[config.mk]
export PLATFORM = sky130hd
export DESIGN_NAME = bsap_datapath
export DESIGN_NICKNAME = d
export VERILOG_FILES = /design/src/rtl/core/bsap_pkg.sv /design/src/rtl/core/bsap_datapath.sv
export SDC_FILE = /design/constraint.sdc
export NUM_CORES = 2
export LEC_CHECK = 0
export BUFFER_PORTS_ARGS = -buffer_cell sky130_fd_sc_hd__buf_2
export CORE_ASPECT_RATIO = 1.2
export CORE_MARGIN = 3
export CORE_UTILIZATION = 55
export DETAILED_ROUTE_END_ITERATION = 10
export GPL_TIMING_DRIVEN = 0
export PLACE_DENSITY = 0.73
export RECOVER_POWER = 50
export SLEW_MARGIN = 20
export SYNTH_ARGS = -nofsm -noshare
export SYNTH_HDL_FRONTEND = slang
export SYNTH_SLANG_ARGS = --single-unit
[constraint.sdc]
create_clock -name clk_i -period 10.48 [get_ports clk_i]
set_input_delay 2.096 -clock clk_i [delete_from_list [all_inputs] [get_ports clk_i]]
set_output_delay 2.096 -clock clk_i [all_outputs]
set_load 0.02 [all_outputs]
[src/rtl/core/bsap_pkg.sv]
`timescale 1ns / 1ps
`default_nettype none
// ----------------------------------------------------------------------------
// Battery sample average package
// Shared widths, register codes, reset values, curve table and the
// controller/datapath command and status types.
// ----------------------------------------------------------------------------
package bsap_pkg;

  localparam int unsigned ADC_CODE_W   = 14;
  localparam int unsigned MV_W         = 16;
  localparam int unsigned GAIN_W       = 18;
  localparam int unsigned SUM_W        = 24;
  localparam int unsigned PCT_W        = 7;
  localparam int unsigned COUNT_OUT_W  = 8;
  localparam int unsigned CFG_IDX_W    = 3;
  localparam int unsigned CFG_DATA_W   = 18;

  localparam int unsigned DIVD_W       = SUM_W + 1;
  localparam int unsigned DIV_CNT_W    = $clog2(DIVD_W);

  localparam int unsigned SLOPE_PROD_W = 32;
  localparam int unsigned SLOPE_SHIFT  = 5;
  localparam int unsigned SCAN_W       = SLOPE_PROD_W + SLOPE_SHIFT;
  localparam int unsigned CURVE_SCALE  = 125;

  localparam int unsigned CURVE_N      = 50;
  localparam int unsigned CURVE_W      = 19;
  localparam int unsigned CURVE_IDX_W  = $clog2(CURVE_N);
  localparam int unsigned HITS_W       = $clog2(CURVE_N + 1);

  localparam logic [PCT_W-1:0] PCT_MID  = 7'd50;
  localparam logic [PCT_W-1:0] PCT_FULL = 7'd100;

  localparam logic [GAIN_W-1:0] RST_MV_PER_CODE = 18'd7201;
  localparam logic [MV_W-1:0]   RST_ABSENT_THR  = 16'd4500;
  localparam logic [MV_W-1:0]   RST_VALID_MIN   = 16'd2500;
  localparam logic [MV_W-1:0]   RST_VALID_MAX   = 16'd4300;
  localparam logic [MV_W-1:0]   RST_FIT_SLOPE   = 16'd2560;
  localparam logic [MV_W-1:0]   RST_FIT_MID     = 16'd3700;

  // Q16 logistic arguments at which the rounded percent steps up by one.
  localparam logic [CURVE_W-1:0] CURVE_Q16 [CURVE_N] = '{
    19'd1311,   19'd3933,   19'd6559,   19'd9190,   19'd11828,
    19'd14477,  19'd17136,  19'd19810,  19'd22501,  19'd25210,
    19'd27941,  19'd30696,  19'd33477,  19'd36289,  19'd39134,
    19'd42015,  19'd44935,  19'd47899,  19'd50911,  19'd53975,
    19'd57096,  19'd60280,  19'd63531,  19'd66856,  19'd70262,
    19'd73758,  19'd77351,  19'd81052,  19'd84872,  19'd88823,
    19'd92920,  19'd97179,  19'd101620, 19'd106266, 19'd111143,
    19'd116285, 19'd121730, 19'd127527, 19'd133736, 19'd140435,
    19'd147722, 19'd155731, 19'd164646, 19'd174729, 19'd186375,
    19'd200216, 19'd217368, 19'd240095, 19'd274241, 19'd346902
  };

  typedef enum logic [CFG_IDX_W-1:0] {
    REG_MV_PER_CODE = 3'd0,
    REG_ABSENT_THR  = 3'd1,
    REG_VALID_MIN   = 3'd2,
    REG_VALID_MAX   = 3'd3,
    REG_FIT_SLOPE   = 3'd4,
    REG_FIT_MID     = 3'd5
  } cfg_reg_e;

  typedef struct packed {
    logic [GAIN_W-1:0] mv_per_code_q16;
    logic [MV_W-1:0]   absent_threshold_mv;
    logic [MV_W-1:0]   valid_min_mv;
    logic [MV_W-1:0]   valid_max_mv;
    logic [MV_W-1:0]   fit_slope_q8;
    logic [MV_W-1:0]   fit_mid_mv;
  } cfg_t;

  typedef struct packed {
    logic [ADC_CODE_W-1:0] adc_code;
    logic                  last_sample;
  } in_item_t;

  typedef struct packed {
    logic [MV_W-1:0]        voltage_mv;
    logic                   battery_absent;
    logic                   no_valid_samples;
    logic [PCT_W-1:0]       charge_percent;
    logic [COUNT_OUT_W-1:0] valid_count;
  } out_item_t;

  typedef enum logic [2:0] {
    ST_IDLE,
    ST_ACC,
    ST_DIV_LOAD,
    ST_DIV,
    ST_DIFF,
    ST_MUL,
    ST_SCAN,
    ST_DONE
  } ctrl_state_e;

  typedef struct packed {
    logic capture;
    logic accumulate;
    logic div_load;
    logic div_step;
    logic diff;
    logic mul;
    logic scan_step;
    logic load_out;
  } ctrl_cmd_t;

  typedef struct packed {
    logic last;
    logic div_done;
    logic scan_done;
  } ctrl_status_t;

endpackage
`default_nettype wire

[src/rtl/core/bsap_datapath.sv]
`timescale 1ns / 1ps
`default_nettype none
// ----------------------------------------------------------------------------
// Battery sample average datapath
// Code scaling, run accumulation, bit-serial mean divider, logistic
// curve scan and the result register.
// ----------------------------------------------------------------------------
module bsap_datapath #(
  parameter int unsigned MAX_SAMPLES = 255,
  parameter int unsigned ADC_BITS    = 14
) (
  input  wire logic                              clk_i,
  input  wire logic                              rst_ni,
  input  bsap_pkg::cfg_t                         cfg_i,
  input  bsap_pkg::ctrl_cmd_t                    cmd_i,
  input  wire logic [bsap_pkg::ADC_CODE_W-1:0]   code_i,
  input  wire logic                              last_i,
  output bsap_pkg::ctrl_status_t                 status_o,
  output bsap_pkg::out_item_t                    out_o
);

  localparam int unsigned USED_W = (ADC_BITS < bsap_pkg::ADC_CODE_W) ?
                                   ADC_BITS : bsap_pkg::ADC_CODE_W;
  localparam int unsigned PROD_W = USED_W + bsap_pkg::GAIN_W;
  localparam int unsigned CNT_W  = $clog2(MAX_SAMPLES + 1);
  localparam int unsigned WIDE_W = 40;

  logic [PROD_W-1:0]                  prod_q;
  logic                               last_q;
  logic [bsap_pkg::SUM_W-1:0]         sum_q;
  logic [CNT_W-1:0]                   valid_tally_q;
  logic [CNT_W-1:0]                   absent_tally_q;
  logic [CNT_W-1:0]                   run_tally_q;
  logic [bsap_pkg::DIVD_W-1:0]        divd_q;
  logic [CNT_W-1:0]                   rem_q;
  logic [bsap_pkg::DIV_CNT_W-1:0]     div_cnt_q;
  logic                               absent_q;
  logic                               above_q;
  logic [bsap_pkg::MV_W-1:0]          volt_q;
  logic [bsap_pkg::MV_W-1:0]          diff_q;
  logic [bsap_pkg::SLOPE_PROD_W-1:0]  slope_prod_q;
  logic [bsap_pkg::CURVE_IDX_W-1:0]   scan_idx_q;
  logic [bsap_pkg::HITS_W-1:0]        hits_q;
  bsap_pkg::out_item_t                out_q;

  logic [WIDE_W-1:0]                  rounded;
  logic [23:0]                        mv_wide;
  logic [bsap_pkg::MV_W-1:0]          mv;
  logic                               counted;
  logic                               is_absent;
  logic                               in_window;
  logic [CNT_W:0]                     trial;
  logic                               trial_ge;
  logic [bsap_pkg::MV_W-1:0]          volt_sel;
  logic [bsap_pkg::SCAN_W-1:0]        scan_arg;
  logic [bsap_pkg::SCAN_W-1:0]        scan_limit;
  logic [bsap_pkg::PCT_W-1:0]         pct;

  always_comb begin
    rounded   = WIDE_W'(prod_q) + WIDE_W'(32'd32768);
    mv_wide   = rounded[39:16];
    mv        = (mv_wide > 24'd65535) ? 16'hFFFF : mv_wide[15:0];
    counted   = run_tally_q < CNT_W'(MAX_SAMPLES);
    is_absent = mv >= cfg_i.absent_threshold_mv;
    in_window = (mv >= cfg_i.valid_min_mv) && (mv <= cfg_i.valid_max_mv);

    trial    = {rem_q, divd_q[bsap_pkg::DIVD_W-1]};
    trial_ge = trial >= {1'b0, valid_tally_q};

    volt_sel = (absent_q || (valid_tally_q == '0)) ? '0 : divd_q[bsap_pkg::MV_W-1:0];

    scan_arg   = bsap_pkg::SCAN_W'(slope_prod_q) << bsap_pkg::SLOPE_SHIFT;
    scan_limit = bsap_pkg::SCAN_W'(bsap_pkg::CURVE_Q16[scan_idx_q]) *
                 bsap_pkg::SCAN_W'(bsap_pkg::CURVE_SCALE);

    if (absent_q) begin
      pct = bsap_pkg::PCT_FULL;
    end else if (above_q) begin
      pct = bsap_pkg::PCT_MID + bsap_pkg::PCT_W'(hits_q);
    end else begin
      pct = bsap_pkg::PCT_MID - bsap_pkg::PCT_W'(hits_q);
    end
  end

  // Run state and sequencing counters.
  always_ff @(posedge clk_i or negedge rst_ni) begin
    if (!rst_ni) begin
      sum_q          <= '0;
      valid_tally_q  <= '0;
      absent_tally_q <= '0;
      run_tally_q    <= '0;
      div_cnt_q      <= '0;
      scan_idx_q     <= '0;
      hits_q         <= '0;
    end else begin
      if (cmd_i.accumulate && counted) begin
        run_tally_q <= run_tally_q + 1'b1;
        if (is_absent) begin
          absent_tally_q <= absent_tally_q + 1'b1;
        end else if (in_window) begin
          sum_q         <= sum_q + bsap_pkg::SUM_W'(mv);
          valid_tally_q <= valid_tally_q + 1'b1;
        end
      end
      if (cmd_i.div_load) begin
        div_cnt_q <= '0;
      end else if (cmd_i.div_step) begin
        div_cnt_q <= div_cnt_q + 1'b1;
      end
      if (cmd_i.mul) begin
        scan_idx_q <= '0;
        hits_q     <= '0;
      end else if (cmd_i.scan_step) begin
        scan_idx_q <= scan_idx_q + 1'b1;
        if (scan_arg >= scan_limit) begin
          hits_q <= hits_q + 1'b1;
        end
      end
      if (cmd_i.load_out) begin
        sum_q          <= '0;
        valid_tally_q  <= '0;
        absent_tally_q <= '0;
        run_tally_q    <= '0;
      end
    end
  end

  // Payload registers.
  always_ff @(posedge clk_i) begin
    if (cmd_i.capture) begin
      prod_q <= PROD_W'(code_i[USED_W-1:0]) * PROD_W'(cfg_i.mv_per_code_q16);
      last_q <= last_i;
    end
    if (cmd_i.div_load) begin
      divd_q   <= bsap_pkg::DIVD_W'(sum_q) + bsap_pkg::DIVD_W'(valid_tally_q >> 1);
      rem_q    <= '0;
      absent_q <= (run_tally_q != '0) && (absent_tally_q == run_tally_q);
    end else if (cmd_i.div_step) begin
      divd_q <= {divd_q[bsap_pkg::DIVD_W-2:0], trial_ge};
      rem_q  <= trial_ge ? CNT_W'(trial - {1'b0, valid_tally_q}) : trial[CNT_W-1:0];
    end
    if (cmd_i.diff) begin
      volt_q  <= volt_sel;
      above_q <= volt_sel >= cfg_i.fit_mid_mv;
      diff_q  <= (volt_sel >= cfg_i.fit_mid_mv) ? volt_sel - cfg_i.fit_mid_mv :
                                                  cfg_i.fit_mid_mv - volt_sel;
    end
    if (cmd_i.mul) begin
      slope_prod_q <= bsap_pkg::SLOPE_PROD_W'(cfg_i.fit_slope_q8) *
                      bsap_pkg::SLOPE_PROD_W'(diff_q);
    end
    if (cmd_i.load_out) begin
      out_q.voltage_mv       <= volt_q;
      out_q.battery_absent   <= absent_q;
      out_q.no_valid_samples <= (valid_tally_q == '0);
      out_q.charge_percent   <= pct;
      out_q.valid_count      <= bsap_pkg::COUNT_OUT_W'(valid_tally_q);
    end
  end

  assign status_o.last      = last_q;
  assign status_o.div_done  = div_cnt_q == bsap_pkg::DIV_CNT_W'(bsap_pkg::DIVD_W - 1);
  assign status_o.scan_done = scan_idx_q == bsap_pkg::CURVE_IDX_W'(bsap_pkg::CURVE_N - 1);
  assign out_o              = out_q;

`ifndef SYNTH
  a_run_bounded: assert property (@(posedge clk_i) disable iff (!rst_ni)
    run_tally_q <= CNT_W'(MAX_SAMPLES))
    else $error("Run tally went past the sample limit.");

  a_tallies_fit: assert property (@(posedge clk_i) disable iff (!rst_ni)
    ((CNT_W + 1)'(valid_tally_q) + (CNT_W + 1)'(absent_tally_q)) <=
    (CNT_W + 1)'(run_tally_q))
    else $error("Valid and absent tallies exceed the run tally.");
`endif

endmodule
`default_nettype wire

==> results.md <==
Setup path:
- The largest fanout of any net on the critical path is 10.
- In this design, the critical path's most frequently occurring cell is sky130_fd_sc_hd__fa_1.
- The required time of the critical path is 10.91 ns.
- The endpoint identified for the worst register-to-register timing path is hits_q[0].
- STA classifies the critical path startpoint as a register.
- The slowest stage of the critical path is the sky130_fd_sc_hd__or4b_2 cell.
- On the worst path, the slowest cell contributes a delay of around 0.6 ns.
- The number of cells traversed by the worst register-to-register path is 33.
- The kind of critical path is reg -> reg.
- The beginning of the worst register-to-register path is scan_idx_q[0].
- The worst register-to-register path has a setup slack of between 0.5 and 0.6 ns.
- Data arrives at the worst endpoint at approximately 10 ns.
- The critical path endpoint category is a register.

Synth:
- The mux contribution to synthesized area is 0.01666.
- Counting distinct cell types in the post-synthesis netlist gives 85.
- The flop and latch count out of synthesis is about 220.
- The proportion of synthesized chip area in sequential cells is 0.1787.
- The largest total area in the synthesized netlist belongs to sky130_fd_sc_hd__fa_1.
- Of the total synthesized cell area, the portion taken by full adders, half adders and majority gates is 0.4190.
- The instance count of the mapped netlist is between 3000 and 4000.
- In the synthesized netlist the async set-or-reset flop fraction comes to 0.3023.
- The largest family of logic cells by synthesized area is adder cells.
- By area the synthesized netlist is led by sky130_fd_sc_hd__fa_1 (27%), sky130_fd_sc_hd__ha_1 (15%), sky130_fd_sc_hd__edfxtp_1 (13%), sky130_fd_sc_hd__inv_1 (7.0%), sky130_fd_sc_hd__nand2_1 (4.9%).
- For this run, the number of Yosys warnings is 0.
- The synthesized net count is about 4700.
- The synthesized netlist occupies a cell area of between 0.03 and 0.04 mm^2.
- The number of enable flip-flop cells after synthesis is roughly 140.
- The cell with the most instances after synthesis is sky130_fd_sc_hd__inv_1.
- Sorting the synthesized cells by how often they occur yields sky130_fd_sc_hd__inv_1 (634), sky130_fd_sc_hd__fa_1 (452), sky130_fd_sc_hd__nand2_1 (441), sky130_fd_sc_hd__ha_1 (411), sky130_fd_sc_hd__and2_1 (231).
- Of the post-synthesis cell area, the dominant cell type holds 0.2672.
- The top flip-flop cell by instance count after synthesis is sky130_fd_sc_hd__edfxtp_1.
- Of the total synthesized cell area, the portion taken by XOR and XNOR cells is 0.04215.
- The area fraction in compound gates after synthesis is 0.09812.
- The per-instance average area after synthesis is between 9 and 10 um^2.
- Of the total synthesized cell area, the portion taken by AND, OR, NAND and NOR gates is 0.1582.

Clocking:
- The count of buffers added by post-CTS timing repair for setup is 0.
- No sink is reached through more buffers than the 3 on the longest clock path.
- TritonCTS built the clock tree.
- In this run, post-CTS hold repair placed 0 buffers.
- Post-CTS repair changed the size of 0 cells.
- The tree is rooted in a sky130_fd_sc_hd__clkbuf_16.
- The sink count of the clock tree is between 200 and 250.
- In this run the number of H-tree levels came out at 1.
- The total CTS buffers is 25.
- The later-pin clock latency in the skew report is around 0.55 ns.
- The clock-pin transition on the worst setup and hold timing paths is 0.06 ns.

Global routing:
- The most used routing layer in global routing is met2.
- The first global-routing pass estimated roughly 140000 um of wire.
- For met1 alone, demand over resource in global routing was 0.3455.
- In the global route stage, met2 resource usage came out at 0.4863.
- For this run the aggregate overflow at the end of global routing stands at 0.
- The initial antenna violation count is 8.
- For this run, global-route usage on met3 was measured as 0.03975.
- Entering global routing, the biggest net connects 56 pins.
- The via count of the first global-routing pass is 27630.
- The combined global-route utilization of all metal layers is 0.2775.

Route:
- The DRC violation count after routing is 0.
- The total length of routed wires is 87400 um.
- The vias per cell is roughly 5.7.
- The DRC violation total after the first TritonRoute iteration is ~1800.
- The remaining antenna violation count after routing is 0.
- Dividing the detail-routed wire length by the instance count gives 18.56 um.
- The number of iterations in the first detailed-routing pass is 6.
- The final route contains roughly 27000 vias.

STA:
- Setup repair after global routing left no endpoint under its margin.
- Across all hold checks on the routed design, the worst slack comes to 0.4163 ns.
- Summed over all failing endpoints, the final setup total negative slack is 0 ns.
- The max-slew violation total from the final report is ~170.
- At the pin with the least slew margin, the transition time is 3.054 ns.
- Headroom to the max-slew limit came out at -1.036.
- The final worst-path cycle share is 0.9495.
- The time the final worst path needs with I/O delays and setup is between 9 and 10 ns.
- The final count of negative-setup-slack endpoints is 0.
- The hold violation total from the final report came to 0.
- Clock skew on the completed layout was measured at about 0.021 ns.
- The timing-limited maximum frequency is ~100 MHz.

Worst hold path:
- The startpoint identified for the worst hold timing path is volt_q[11].
- In this run the worst hold path is classified as reg -> reg.
- The worst hold path terminates at out_o[28].
- Along the worst hold path, the cell count comes to 0.

Cells and area:
- Registers take approximately 0.0061 mm^2.
- For this run, the post-layout net count is about 5000.
- After filler insertion, the fill cell instance count of the layout stands at 5315.
- Summing all multi-input logic gate instances after layout gives around 0.025 mm^2.
- The final standard cell area without fillers is roughly 0.037 mm^2.
- Of the cells placed in the final design, the portion with a size suffix greater than 1 is 0.05929.
- The area growth from synthesis to layout is 7.817%.
- Once layout is complete, the cells apart from fillers number ~4700.
- The post-route core utilization is 0.6004.

Floorplanning:
- The area of the core is 0.06082 mm^2.
- In this run the horizontal extent of the chip is around 230 um.
- The starting density of the core is 0.5569.
- Pin placement for this block handled around 160 I/O pins.
- The die area is ~0.065 mm^2.
- The y dimension of the die is between 200 and 300 um.
- The row count is 99.

Power and ir drop:
- The analysis attributes to cell leakage a power of 17.91 nW.
- The worst supply voltage drop on vdd is slightly above 0.6 mV.
- For this design the ratio of total power to cell area is 370.3 mW/mm^2.

Place:
- The placed standard-cell area is 0.03566 mm^2.
- Including well taps, the total number of placed cells is roughly 4700.
- Input and output buffers added on the ports amount to between 100 and 150.
- At the end of routability-driven placement, the weighted congestion stood at ~0.95.
- Detailed placement finished with a half-perimeter wire length of just over 70000 um.

Run status:
- The final reports fail on capacitance limit, slew limit.
- The run finished, with violations left.

Run:
- The max-capacitance violation count is 4.
worst max path at each step:
stage                              from         end  slack (ns)  cells after the start
after floorplan           scan_idx_q[0]   hits_q[0]        2.01                     32
after global placement        code_i[4]  prod_q[30]        0.29                     22
after detailed placement  scan_idx_q[0]   hits_q[0]        0.36                     33
after CTS                 scan_idx_q[0]   hits_q[0]        0.33                     33
after global routing      scan_idx_q[0]   hits_q[0]       0.007                     33
final                     scan_idx_q[0]   hits_q[0]        0.53                     33
power by group:
| group | leakage (nW) | switching, mW | total, mW | internal [mW] |
|---|---|---|---|---|
| Sequential | 2.39 | 0.128 | 1.68 | 1.56 |
| Clock | 0.421 | 0.370 | 0.919 | 0.549 |
| Combinational | 15.1 | 6.15 | 10.9 | 4.77 |
| Total | 17.9 | 6.64 | 13.5 | 6.88 |
state kept, by name (all words and copies together), names as in the netlist:
register and cells:
out_o 33, slope_prod_q 32, divd_q 25, sum_q 24, prod_q 17, diff_q 16, volt_q 16, absent_tally_q 8
rem_q 8, run_tally_q 8, valid_tally_q 8, hits_q 6, scan_idx_q 6, div_cnt_q 5, above_q 1, absent_q 1
last_q 1
through the flow:
stage / power (mW) / setup WS [ns]
finish: 13.52 / 0.5290
global route: 15.26 / 0.006603
CTS: 13.60 / 0.3313
detailed placement: 12.61 / 0.3633
global placement: 12.34 / 0.2900
floorplan: 10.12 / 2.009
final cells by class:
cell class,count,area share
multi-input cells,2708,0.6813
flip-flops and latches,215,0.1657
inverters,635,0.06527
well taps,808,0.02769
repair buffers,150,0.02028
clock buffers,34,0.01919
plain buffers,142,0.01559
clock inverters,12,0.004557
diodes,6,0.0004112
cells in the final DEF, fill, tap and decap left out, drive strengths merged, types with 118 or more instances in the layout:
| master | count |
|---|---|
| nand2 | 441 |
| clkbuf | 167 |
| buf | 159 |
| ha | 411 |
| nor2 | 173 |
| edfxtp | 142 |
| and2 | 231 |
| inv | 637 |
| a21oi | 173 |
| o21ai | 118 |
| fa | 452 |
cell families (layout without fill, tap and decap cells):
logic type | Yosys count | count (layout)
XOR/XNOR | 163 | 163
adder cells (fa/ha/maj) | 863 | 863
flip-flops | 215 | 215
AO/OA/AOI/OAI | 524 | 524
multiplexers | 50 | 50
other | 0 | 6
AND/OR/NAND/NOR | 1108 | 1108
buffers and inverters | 777 | 973
worst max-delay path, delay by kind of cell, from the launching register on:
family                   cells  cell delay, ns
AO/OA/AOI/OAI               11            2.83
flip-flops                   1            0.43
AND/OR/NAND/NOR              8            1.85
adder cells (fa/ha/maj)      7            3.07
multiplexers                 1            0.47
XOR/XNOR                     1            0.13
buffers and inverters        5            1.08
routing by layer:
metal | up-vias | wire, um | part of all wire
met5 | - | 46 | 0.00053
met4 | 6 | 3826 | 0.044
met3 | 243 | 5295 | 0.061
met2 | 887 | 44040 | 0.50
met1 | 13140 | 34190 | 0.39
li1 | 12350 | - | -
No activity file was read; power rests on OpenSTA's default activity.
