`config.mk`:
```
export PLATFORM = sky130hd
export DESIGN_NAME = bsap_cfg_regs
export DESIGN_NICKNAME = d
export VERILOG_FILES = /design/src/rtl/core/bsap_pkg.sv /design/src/rtl/core/bsap_cfg_regs.sv
export SDC_FILE = /design/constraint.sdc
export NUM_CORES = 1
export LEC_CHECK = 0
export BUFFER_PORTS_ARGS = -buffer_cell sky130_fd_sc_hd__buf_2
export CELL_PAD_IN_SITES_DETAIL_PLACEMENT = 1
export CELL_PAD_IN_SITES_GLOBAL_PLACEMENT = 2
export CORE_MARGIN = 2
export CORE_UTILIZATION = 31
export CTS_CLUSTER_DIAMETER = 60
export CTS_CLUSTER_SIZE = 14
export DETAILED_ROUTE_END_ITERATION = 12
export GPL_ROUTABILITY_DRIVEN = 0
export PLACE_DENSITY = 0.83
export REMOVE_ABC_BUFFERS = 1
export SLEW_MARGIN = 20
export SYNTH_ARGS = -nofsm -noshare
export SYNTH_HDL_FRONTEND = slang
export SYNTH_SLANG_ARGS = --single-unit
```
`constraint.sdc`:
```
create_clock -name clk_i -period 0.98 [get_ports clk_i]
set_clock_uncertainty 0.2 [all_clocks]
set_input_delay 0.049 -clock clk_i [delete_from_list [all_inputs] [get_ports clk_i]]
set_output_delay 0.049 -clock clk_i [all_outputs]
set_load 0.02 [all_outputs]
```
`src/rtl/core/bsap_pkg.sv`:
```
`timescale 1ns / 1ps
`default_nettype none
// ----------------------------------------------------------------------------
// Battery sample average package
// Shared widths, register codes, reset values, curve table and the
// controller/datapath command and status types.
// ----------------------------------------------------------------------------
package bsap_pkg;

  localparam int unsigned ADC_CODE_W   = 14;
  localparam int unsigned MV_W         = 16;
  localparam int unsigned GAIN_W       = 18;
  localparam int unsigned SUM_W        = 24;
  localparam int unsigned PCT_W        = 7;
  localparam int unsigned COUNT_OUT_W  = 8;
  localparam int unsigned CFG_IDX_W    = 3;
  localparam int unsigned CFG_DATA_W   = 18;

  localparam int unsigned DIVD_W       = SUM_W + 1;
  localparam int unsigned DIV_CNT_W    = $clog2(DIVD_W);

  localparam int unsigned SLOPE_PROD_W = 32;
  localparam int unsigned SLOPE_SHIFT  = 5;
  localparam int unsigned SCAN_W       = SLOPE_PROD_W + SLOPE_SHIFT;
  localparam int unsigned CURVE_SCALE  = 125;

  localparam int unsigned CURVE_N      = 50;
  localparam int unsigned CURVE_W      = 19;
  localparam int unsigned CURVE_IDX_W  = $clog2(CURVE_N);
  localparam int unsigned HITS_W       = $clog2(CURVE_N + 1);

  localparam logic [PCT_W-1:0] PCT_MID  = 7'd50;
  localparam logic [PCT_W-1:0] PCT_FULL = 7'd100;

  localparam logic [GAIN_W-1:0] RST_MV_PER_CODE = 18'd7201;
  localparam logic [MV_W-1:0]   RST_ABSENT_THR  = 16'd4500;
  localparam logic [MV_W-1:0]   RST_VALID_MIN   = 16'd2500;
  localparam logic [MV_W-1:0]   RST_VALID_MAX   = 16'd4300;
  localparam logic [MV_W-1:0]   RST_FIT_SLOPE   = 16'd2560;
  localparam logic [MV_W-1:0]   RST_FIT_MID     = 16'd3700;

  // Q16 logistic arguments at which the rounded percent steps up by one.
  localparam logic [CURVE_W-1:0] CURVE_Q16 [CURVE_N] = '{
    19'd1311,   19'd3933,   19'd6559,   19'd9190,   19'd11828,
    19'd14477,  19'd17136,  19'd19810,  19'd22501,  19'd25210,
    19'd27941,  19'd30696,  19'd33477,  19'd36289,  19'd39134,
    19'd42015,  19'd44935,  19'd47899,  19'd50911,  19'd53975,
    19'd57096,  19'd60280,  19'd63531,  19'd66856,  19'd70262,
    19'd73758,  19'd77351,  19'd81052,  19'd84872,  19'd88823,
    19'd92920,  19'd97179,  19'd101620, 19'd106266, 19'd111143,
    19'd116285, 19'd121730, 19'd127527, 19'd133736, 19'd140435,
    19'd147722, 19'd155731, 19'd164646, 19'd174729, 19'd186375,
    19'd200216, 19'd217368, 19'd240095, 19'd274241, 19'd346902
  };

  typedef enum logic [CFG_IDX_W-1:0] {
    REG_MV_PER_CODE = 3'd0,
    REG_ABSENT_THR  = 3'd1,
    REG_VALID_MIN   = 3'd2,
    REG_VALID_MAX   = 3'd3,
    REG_FIT_SLOPE   = 3'd4,
    REG_FIT_MID     = 3'd5
  } cfg_reg_e;

  typedef struct packed {
    logic [GAIN_W-1:0] mv_per_code_q16;
    logic [MV_W-1:0]   absent_threshold_mv;
    logic [MV_W-1:0]   valid_min_mv;
    logic [MV_W-1:0]   valid_max_mv;
    logic [MV_W-1:0]   fit_slope_q8;
    logic [MV_W-1:0]   fit_mid_mv;
  } cfg_t;

  typedef struct packed {
    logic [ADC_CODE_W-1:0] adc_code;
    logic                  last_sample;
  } in_item_t;

  typedef struct packed {
    logic [MV_W-1:0]        voltage_mv;
    logic                   battery_absent;
    logic                   no_valid_samples;
    logic [PCT_W-1:0]       charge_percent;
    logic [COUNT_OUT_W-1:0] valid_count;
  } out_item_t;

  typedef enum logic [2:0] {
    ST_IDLE,
    ST_ACC,
    ST_DIV_LOAD,
    ST_DIV,
    ST_DIFF,
    ST_MUL,
    ST_SCAN,
    ST_DONE
  } ctrl_state_e;

  typedef struct packed {
    logic capture;
    logic accumulate;
    logic div_load;
    logic div_step;
    logic diff;
    logic mul;
    logic scan_step;
    logic load_out;
  } ctrl_cmd_t;

  typedef struct packed {
    logic last;
    logic div_done;
    logic scan_done;
  } ctrl_status_t;

endpackage
`default_nettype wire

```
`src/rtl/core/bsap_cfg_regs.sv`:
```
`timescale 1ns / 1ps
`default_nettype none
// ----------------------------------------------------------------------------
// Battery sample average configuration registers
// Write-only register bank; unknown indexes are ignored.
// ----------------------------------------------------------------------------
module bsap_cfg_regs (
  input  wire logic                             clk_i,
  input  wire logic                             rst_ni,
  input  wire logic                             cfg_we_i,
  input  wire logic [bsap_pkg::CFG_IDX_W-1:0]   cfg_idx_i,
  input  wire logic [bsap_pkg::CFG_DATA_W-1:0]  cfg_wdata_i,
  output bsap_pkg::cfg_t                        cfg_o
);

  bsap_pkg::cfg_t cfg_q, cfg_d;

  always_comb begin
    cfg_d = cfg_q;
    if (cfg_we_i) begin
      case (bsap_pkg::cfg_reg_e'(cfg_idx_i))
        bsap_pkg::REG_MV_PER_CODE: cfg_d.mv_per_code_q16     = cfg_wdata_i;
        bsap_pkg::REG_ABSENT_THR:  cfg_d.absent_threshold_mv = cfg_wdata_i[15:0];
        bsap_pkg::REG_VALID_MIN:   cfg_d.valid_min_mv        = cfg_wdata_i[15:0];
        bsap_pkg::REG_VALID_MAX:   cfg_d.valid_max_mv        = cfg_wdata_i[15:0];
        bsap_pkg::REG_FIT_SLOPE:   cfg_d.fit_slope_q8        = cfg_wdata_i[15:0];
        bsap_pkg::REG_FIT_MID:     cfg_d.fit_mid_mv          = cfg_wdata_i[15:0];
        default: ;
      endcase
    end
  end

  always_ff @(posedge clk_i or negedge rst_ni) begin
    if (!rst_ni) begin
      cfg_q.mv_per_code_q16     <= bsap_pkg::RST_MV_PER_CODE;
      cfg_q.absent_threshold_mv <= bsap_pkg::RST_ABSENT_THR;
      cfg_q.valid_min_mv        <= bsap_pkg::RST_VALID_MIN;
      cfg_q.valid_max_mv        <= bsap_pkg::RST_VALID_MAX;
      cfg_q.fit_slope_q8        <= bsap_pkg::RST_FIT_SLOPE;
      cfg_q.fit_mid_mv          <= bsap_pkg::RST_FIT_MID;
    end else begin
      cfg_q <= cfg_d;
    end
  end

  assign cfg_o = cfg_q;

endmodule
`default_nettype wire

```
==> flow_summary.ini, run 1 <==
[outcome]
status = complete, but fails checks
violations = negative hold slack, negative setup slack

[layout]
fin_util_pct = 57.2
final_net_count = 448
diodes = 0
fin_cells = 576
area_growth_pct = 81.6
largest_register_ffs = 98
drive_gt1_share_pct = 79.3

[cts]
cts_max_path_buffers = 2
cts_tree = done
clk_latency_ns = 0.34
cts_inserted_buffers = 9
cts.htree.levels = 3
hold_buffers = 18
clock-sinks = 98
cts_root_buffer = clkbuf_16
path_clk_slew_ns = 0.07

[logic_synthesis]
avgSynthCellArea_um2 = 17.7
yosys.area.top_type_share_pct = 46.1
synth.area.top_cells = dfrtp_1 (46%), mux2_2 (29%), dfstp_2 (20%), nand4b_2 (0.80%), buf_2 (0.67%)
ys_seq_area_share_pct = 66.4
syn_inst = 212
ys_types = 11
ys_warn_count = 0
synth_edf_count = 0
synth_flop_cell = dfrtp_1
yosysMostFrequentCell = mux2_2
synthTopCellsByCount = mux2_2 (96), dfrtp_1 (69), dfstp_2 (29), buf_2 (5), buf_4 (3)
ys_ff_latch = 98
yosysTopAreaCell = dfrtp_1
synthArstFlopShare_pct = 100
synth_area_mm2 = 0.00375

[setup_path]
r2r-end = cfg_o[24]
start_kind = flip-flop
cp-end-kind = output pin
critPathArrivalTime_ns = 1.02
critPathKind = reg2out
worstPathRequired_ns = 0.73
path_delay_family = flip-flops
crit_chain = buf_6
worstPathMaxFanout = 2
path_buf_inv = 1
r2r_cells = 2
r2r-start = cfg_o[24]
cpPeakStageDelay_ns = 0.56
slowest_stage = dfstp_2
r2r_slack_ns = -0.15

[drt]
viasPerCell = 4.69
drc = 0
wl_mm = 12.2
drt_first_pass_iters = 4
antenna_left = 0
wl_per_cell_um = 21.2
drt_iter0_drc = 68
vias = 2700

[timing]
relSlewSlack_pct = 77.4
tightest_slew_ns = 0.339
layout_setup_ws_ns = -0.285
period_share_pct = 129
finalSetupViolCount = 196
fmax_mhz = 791
slew_violations = 0
whs_ns = -0.169
hold_viol_final = 18
min_period_ns = 1.26
rsz0062_at_grt = yes

[place]
post-place-ws_ns = -0.504
hpwl_mm = 6.36
port_buffers = 121
placed_cells = 485

[min_path]
holdPathStages = 2
hold_path_class = in2reg
holdCritStartpoint = cfg_wdata_i[4]
min_to = cfg_o[4]

[floorplanning]
fp.dieArea_mm2 = 0.0130
fp.dieH_um = 114
core_mm2 = 0.0119
ios = 122
fp.dieW_um = 114
start_util_pct = 31.5
num_rows = 40

[global_route]
track_usage_pct = 18.1
grt_overflow = 0
grt_max_degree = 46
antenna_found_initial = 0
grt_pass1_vias = 3010
grt_pass1_wl_mm = 17.6

[power]
peakVddDrop_mv = 1.16
pwr_density_cell_mw_per_mm2 = 2240
p_leak_nw = 3.26

[job]
maxCapViolations = 0
==> layout by cell type (no fill, tap or decap) <==
cell / netlist / final
buf_16: 0 / 1
clkinv_2: 0 / 1
clkbuf_16: 0 / 12
dfstp_2: 29 / 29
nor4b_4: 1 / 1
nor4bb_4: 0 / 2
bufinv_16: 0 / 1
dlygate4sd3_1: 0 / 17
clkbuf_1: 0 / 3
clkbuf_8: 0 / 2
buf_12: 0 / 12
dfrtp_1: 69 / 69
nand4b_4: 0 / 2
buf_8: 0 / 2
buf_6: 2 / 124
mux2_4: 0 / 82
buf_4: 3 / 35
mux2_2: 96 / 16
buf_2: 5 / 17
and4bb_4: 0 / 1
==> layout make-up <==
class / instances / area (um2)
multi-input combinational: 104 / 1550
timing repair buffer: 211 / 2290
fill: 1078 / 5100
sequential: 98 / 2490
clock buffer: 14 / 264
tap: 147 / 184
clock inverter: 2 / 35.0
==> power by group <==
| part | internal, mW | switching (mW) |
|---|---|---|
| Clock | 2.12 | 1.46 |
| Sequential | 5.15 | 0.753 |
| Combinational | 3.53 | 2.27 |
| Total | 10.8 | 4.48 |
==> cells by family (layout without fill, tap and decap cells) <==
group / Yosys count / in the layout / synth area share (%)
multiplexers: 98 / 98 / 29.4
flip-flops: 98 / 98 / 66.4
buffers and inverters: 10 / 227 / 1.87
AND/OR/NAND/NOR: 6 / 6 / 2.30
==> layer usage <==
layer	vias up	track usage [%]	wire (um)
met5	-	0	0
met4	0	5.12	101
met3	8	4.57	496
met2	83	32.0	6510
met1	1433	21.9	5110
li1	1176	-	-
==> timing repair <==
item,4_1_cts,5_1_grt
gates resized for setup,284,44
buffers inserted,19,35
pin swaps,5,2
endpoints found under the hold margin,196,18
gates cloned,2,3
setup endpoints to repair,184,196
==> stage by stage <==
stage	power, mW	TNS [ns]	hold WS, ns	cell area (um2)
after floorplan	7.60	-65.75	-0.447	3680
after detailed placement	9.04	-41.91	-0.289	4710
final	15.3	-28.15	-0.169	6810
after global placement	8.91	-38.64	-0.287	4710
after CTS	14.6	-25.61	-0.161	6340
after global routing	15.9	-33.14	-0.146	6810
==> how the worst max path moves through the flow <==
| stage | end | slack [ns] | cells after the start | start |
|---|---|---|---|---|
| floorplan | cfg_o[16] | -1.47 | 2 | cfg_we_i |
| global placement | cfg_o[18] | -0.46 | 4 | cfg_we_i |
| detailed placement | cfg_o[48] | -0.50 | 4 | cfg_idx_i[0] |
| CTS | cfg_o[55] | -0.30 | 1 | cfg_o[55] |
| global route | cfg_o[71] | -0.31 | 1 | cfg_o[71] |
| finish | cfg_o[55] | -0.28 | 1 | cfg_o[55] |
Note: power is estimated with default switching activity, not from simulation.
==> run 2: changes to the inputs <==
--- a/config.mk
+++ b/config.mk
@@ -9,12 +9,12 @@
 export CELL_PAD_IN_SITES_DETAIL_PLACEMENT = 1
 export CELL_PAD_IN_SITES_GLOBAL_PLACEMENT = 2
 export CORE_MARGIN = 2
-export CORE_UTILIZATION = 31
+export CORE_UTILIZATION = 37
 export CTS_CLUSTER_DIAMETER = 60
 export CTS_CLUSTER_SIZE = 14
 export DETAILED_ROUTE_END_ITERATION = 12
 export GPL_ROUTABILITY_DRIVEN = 0
-export PLACE_DENSITY = 0.83
+export PLACE_DENSITY = 0.92
 export REMOVE_ABC_BUFFERS = 1
 export SLEW_MARGIN = 20
 export SYNTH_ARGS = -nofsm -noshare
==> constraint.sdc (replaced) <==
create_clock -name clk_i -period 1.5 [get_ports clk_i]
set_clock_uncertainty 0.2 [all_clocks]
set_input_delay 0.075 -clock clk_i [delete_from_list [all_inputs] [get_ports clk_i]]
set_output_delay 0.075 -clock clk_i [all_outputs]
set_load 0.02 [all_outputs]
==> run 2 against run 1 <==
Effect of this change: the flow now finishes without violations; setup slack improved by 0.45 ns; worst hold slack better by 0.28 ns; final cell count fell by 13%; sequential share of layout area grew 13 points; critical endpoint is now cfg_o[91]; largest power group unchanged.
==> flow_summary.ini, run 2 (synthesis gave the netlist of run 1 again) <==
[drt]
wl_per_cell_um = 17.9
drt_first_pass_iters = 3
antenna_left = 0
wl_mm = 9.01
vias = 2360
drc = 0
drt_iter0_drc = 55
viasPerCell = 4.68

[floorplanning]
num_rows = 36
start_util_pct = 38.2
fp.dieArea_mm2 = 0.0110
fp.dieW_um = 105
ios = 122
core_mm2 = 0.00982
fp.dieH_um = 105

[power]
pwr_density_cell_mw_per_mm2 = 1480
total_power_mw = 7.44
p_leak_nw = 2.34
peakVddDrop_mv = 0.680

[global_route]
grt_pass1_vias = 2506
grtUsageMet1_pct = 21.2
busiest_layer = met2
grt_overflow = 0
grt_use_met3_pct = 3.68
grt_pass1_wl_mm = 14.2
grt_use_met2_pct = 29.6
grt_max_degree = 99
antenna_found_initial = 0
track_usage_pct = 17.0

[setup_path]
critPathArrivalTime_ns = 1.06
slowest_stage = dfstp_2
cp-startpoint = cfg_o[91]
critPathKind = reg2out
r2r_cells = 1
path_delay_family = flip-flops
r2r-end = cfg_o[73]
r2r_slack_ns = 0.51
cp-end-kind = output pin
path_buf_inv = 1
r2r-start = cfg_o[73]
cpPeakStageDelay_ns = 0.55
worstPathRequired_ns = 1.22
worstPathMaxFanout = 2
crit_chain = buf_2
start_kind = flip-flop

[timing]
finalSetupViolCount = 0
tightest_slew_ns = 0.523
whs_ns = 0.109
rsz0062_at_grt = no
period_share_pct = 89.2
slew_violations = 0
fmax_mhz = 747
relSlewSlack_pct = 65.1
min_period_ns = 1.34
hold_viol_final = 0
setup_tns_ns = 0

[layout]
fin_util_pct = 51.1
design_area_mm2 = 0.00502
final_net_count = 390
final_cell_mix = buf_2 (120), mux2_2 (96), dfrtp_1 (69)
area_growth_pct = 34.0
drive_gt1_share_pct = 75.7
diodes = 0
layout.cells.most_common = buf_2
largest_register_ffs = 98

[cts]
cts_max_path_buffers = 2
cts.htree.levels = 3
path_clk_slew_ns = 0.09
cts_tree = done
clk_latency_ns = 0.35
cts_root_buffer = clkbuf_8
cts_inserted_buffers = 9
clock-sinks = 98

[min_path]
hold_path_class = in2async

[place]
dpl_cell_area_mm2 = 0.00464
port_buffers = 121
hpwl_mm = 6.25

[outcome]
status = finished, final reports clean

[job]
maxCapViolations = 0
==> run 2: area by class of cell <==
class,count,area [um2]
fill,1022,4800
timing repair buffer,153,958
clock inverter,5,37.5
tap,133,166
clock buffer,11,151
multi-input combinational,104,1220
sequential,98,2490
==> run 2: per-stage QoR <==
stage / std cells / setup slack [ns]
6_report: 504 / 0.162
3_5_place_dp: 469 / -0.0326
3_3_place_gp: 469 / 0.0236
2_1_floorplan: 202 / -0.975
5_1_grt: 504 / 0.113
4_1_cts: 504 / 0.143
==> run 2: metal layers <==
layer | wire, um | up-vias
li1 | - | 1058
met1 | 3880 | 1221
met2 | 4600 | 70
met3 | 431 | 11
met4 | 101 | 0
met5 | 0 | -
==> run 2: worst max path at each step <==
stage / endpoint / cells after the start
finish: cfg_o[91] / 1
global placement: cfg_o[51] / 4
CTS: cfg_o[85] / 1
floorplan: cfg_o[16] / 2
detailed placement: cfg_o[57] / 4
global route: cfg_o[91] / 1
==> run 2: repair_timing <==
action                                 in CTS  in global routing
hold buffers                               19                  0
buffers inserted                            0                  0
resized for setup                           0                  0
endpoints found under the hold margin     196                  0
==> run 2: power by group <==
group | switching [mW] | internal, mW
sequential | 0.306 | 3.35
combinational | 1.28 | 0.914
clock | 0.892 | 0.700
total | 2.48 | 4.96
==> run 3: changes to the inputs <==
--- a/config.mk
+++ b/config.mk
@@ -14,7 +14,7 @@
 export CTS_CLUSTER_SIZE = 14
 export DETAILED_ROUTE_END_ITERATION = 12
 export GPL_ROUTABILITY_DRIVEN = 0
-export PLACE_DENSITY = 0.92
+export PLACE_DENSITY = 0.8
 export REMOVE_ABC_BUFFERS = 1
 export SLEW_MARGIN = 20
 export SYNTH_ARGS = -nofsm -noshare
==> run 3 against run 2 <==
Effect of this change: the flow now finishes with violations (negative hold slack); setup slack gained 0.011 ns; wire length grew 0.78%; critical path depth is the same.
==> flow_summary.ini, run 3 (synthesis gave the netlist of run 1 again) <==
[timing]
whs_ns = -0.0124
relSlewSlack_pct = 76.8
rsz0062_at_grt = no
hold_viol_final = 20
period_share_pct = 88.5
tightest_slew_ns = 0.349
finalSetupViolCount = 0
fmax_mhz = 753
slew_violations = 0
layout_setup_ws_ns = 0.173
min_period_ns = 1.33
setup_tns_ns = 0

[setup_path]
r2r_cells = 1
path_buf_inv = 1
cp-startpoint = cfg_o[50]
worstPathMaxFanout = 2
cp-end-kind = output pin
r2r-start = cfg_o[83]
slowest_stage = dfstp_2
crit_chain = buf_2
cp-endpoint = cfg_o[50]
r2r-end = cfg_o[83]
path_delay_family = flip-flops
critPathKind = reg2out
critPathArrivalTime_ns = 1.05
r2r_slack_ns = 0.52
start_kind = flip-flop
cp.depth = 1
cpPeakStageDelay_ns = 0.55
worstPathRequired_ns = 1.22

[floorplanning]
ios = 122
core_mm2 = 0.00982
num_rows = 36
fp.dieW_um = 105
fp.dieArea_mm2 = 0.0110
fp.dieH_um = 105
start_util_pct = 38.2

[drt]
wl_per_cell_um = 18.0
drc = 0
viasPerCell = 4.68
wl_mm = 9.08
vias = 2352
antenna_left = 0
drt_iter0_drc = 32
drt_first_pass_iters = 3

[min_path]
hold_path_class = in2async

[cts]
cts_resized = 0
clk_latency_ns = 0.34
cts.htree.levels = 3
path_clk_slew_ns = 0.09
postCtsSetupBuffers = 0
clock-sinks = 98
cts_tree = done
hold_buffers = 19
cts_root_buffer = clkbuf_8
cts_inserted_buffers = 9
cts_max_path_buffers = 2

[layout]
design_area_mm2 = 0.00503
drive_gt1_share_pct = 74.9
largest_register_ffs = 98
fillerInstances = 1027
seq_area_mm2 = 0.00249
layout.cells.most_common = buf_2
area_growth_pct = 34.1
final_cell_mix = buf_2 (120), mux2_2 (96), dfrtp_1 (69)
final_net_count = 389
fin_cells = 503
multi_input_area_mm2 = 0.00122
diodes = 0
fin_util_pct = 51.2

[global_route]
grt_pass1_wl_mm = 14.6
antenna_found_initial = 0
grt_overflow = 0
grt_max_degree = 43
grt_pass1_vias = 2540
track_usage_pct = 17.3

[power]
p_leak_nw = 2.34
total_power_mw = 7.55
pwr_density_cell_mw_per_mm2 = 1500
peakVddDrop_mv = 0.622

[place]
placed_cells = 468
port_buffers = 121
post-place-ws_ns = -0.0353
hpwl_mm = 6.29
dpl_cell_area_mm2 = 0.00464

[outcome]
status = complete, but fails checks
violations = negative hold slack

[job]
maxCapViolations = 0
==> run 3: worst min-delay path by stage <==
stage | cells past startpoint | slack (ns) | end | from
floorplan | 0 | -0.42 | cfg_o[0] | rst_ni
detailed placement | 1 | -0.19 | cfg_o[41] | rst_ni
finish | 2 | -0.01 | cfg_o[41] | rst_ni
global placement | 1 | -0.20 | cfg_o[41] | rst_ni
CTS | 2 | -0.04 | cfg_o[95] | rst_ni
global route | 2 | -0.02 | cfg_o[63] | rst_ni
==> run 3: per-layer routing <==
metal	track usage [%]	up-vias	routed length, um
met3	4.43	8	502
met4	6.00	0	89
met2	28.3	72	4450
met1	22.4	1210	4030
met5	0	-	0
li1	-	1062	-
==> run 3: final cells by class <==
cell class / count / share of cell area [%]
clock buffer: 14 / 3.24
timing repair buffer: 152 / 18.9
tap: 133 / 3.31
clock inverter: 2 / 0.747
sequential: 98 / 49.5
multi-input combinational: 104 / 24.3
==> run 3: power breakdown <==
group	switching, mW	total [mW]	leakage, nW	internal (mW)
sequential	0.285	3.63	1.13	3.34
clock	0.851	1.72	0.0969	0.867
combinational	1.29	2.21	1.11	0.916
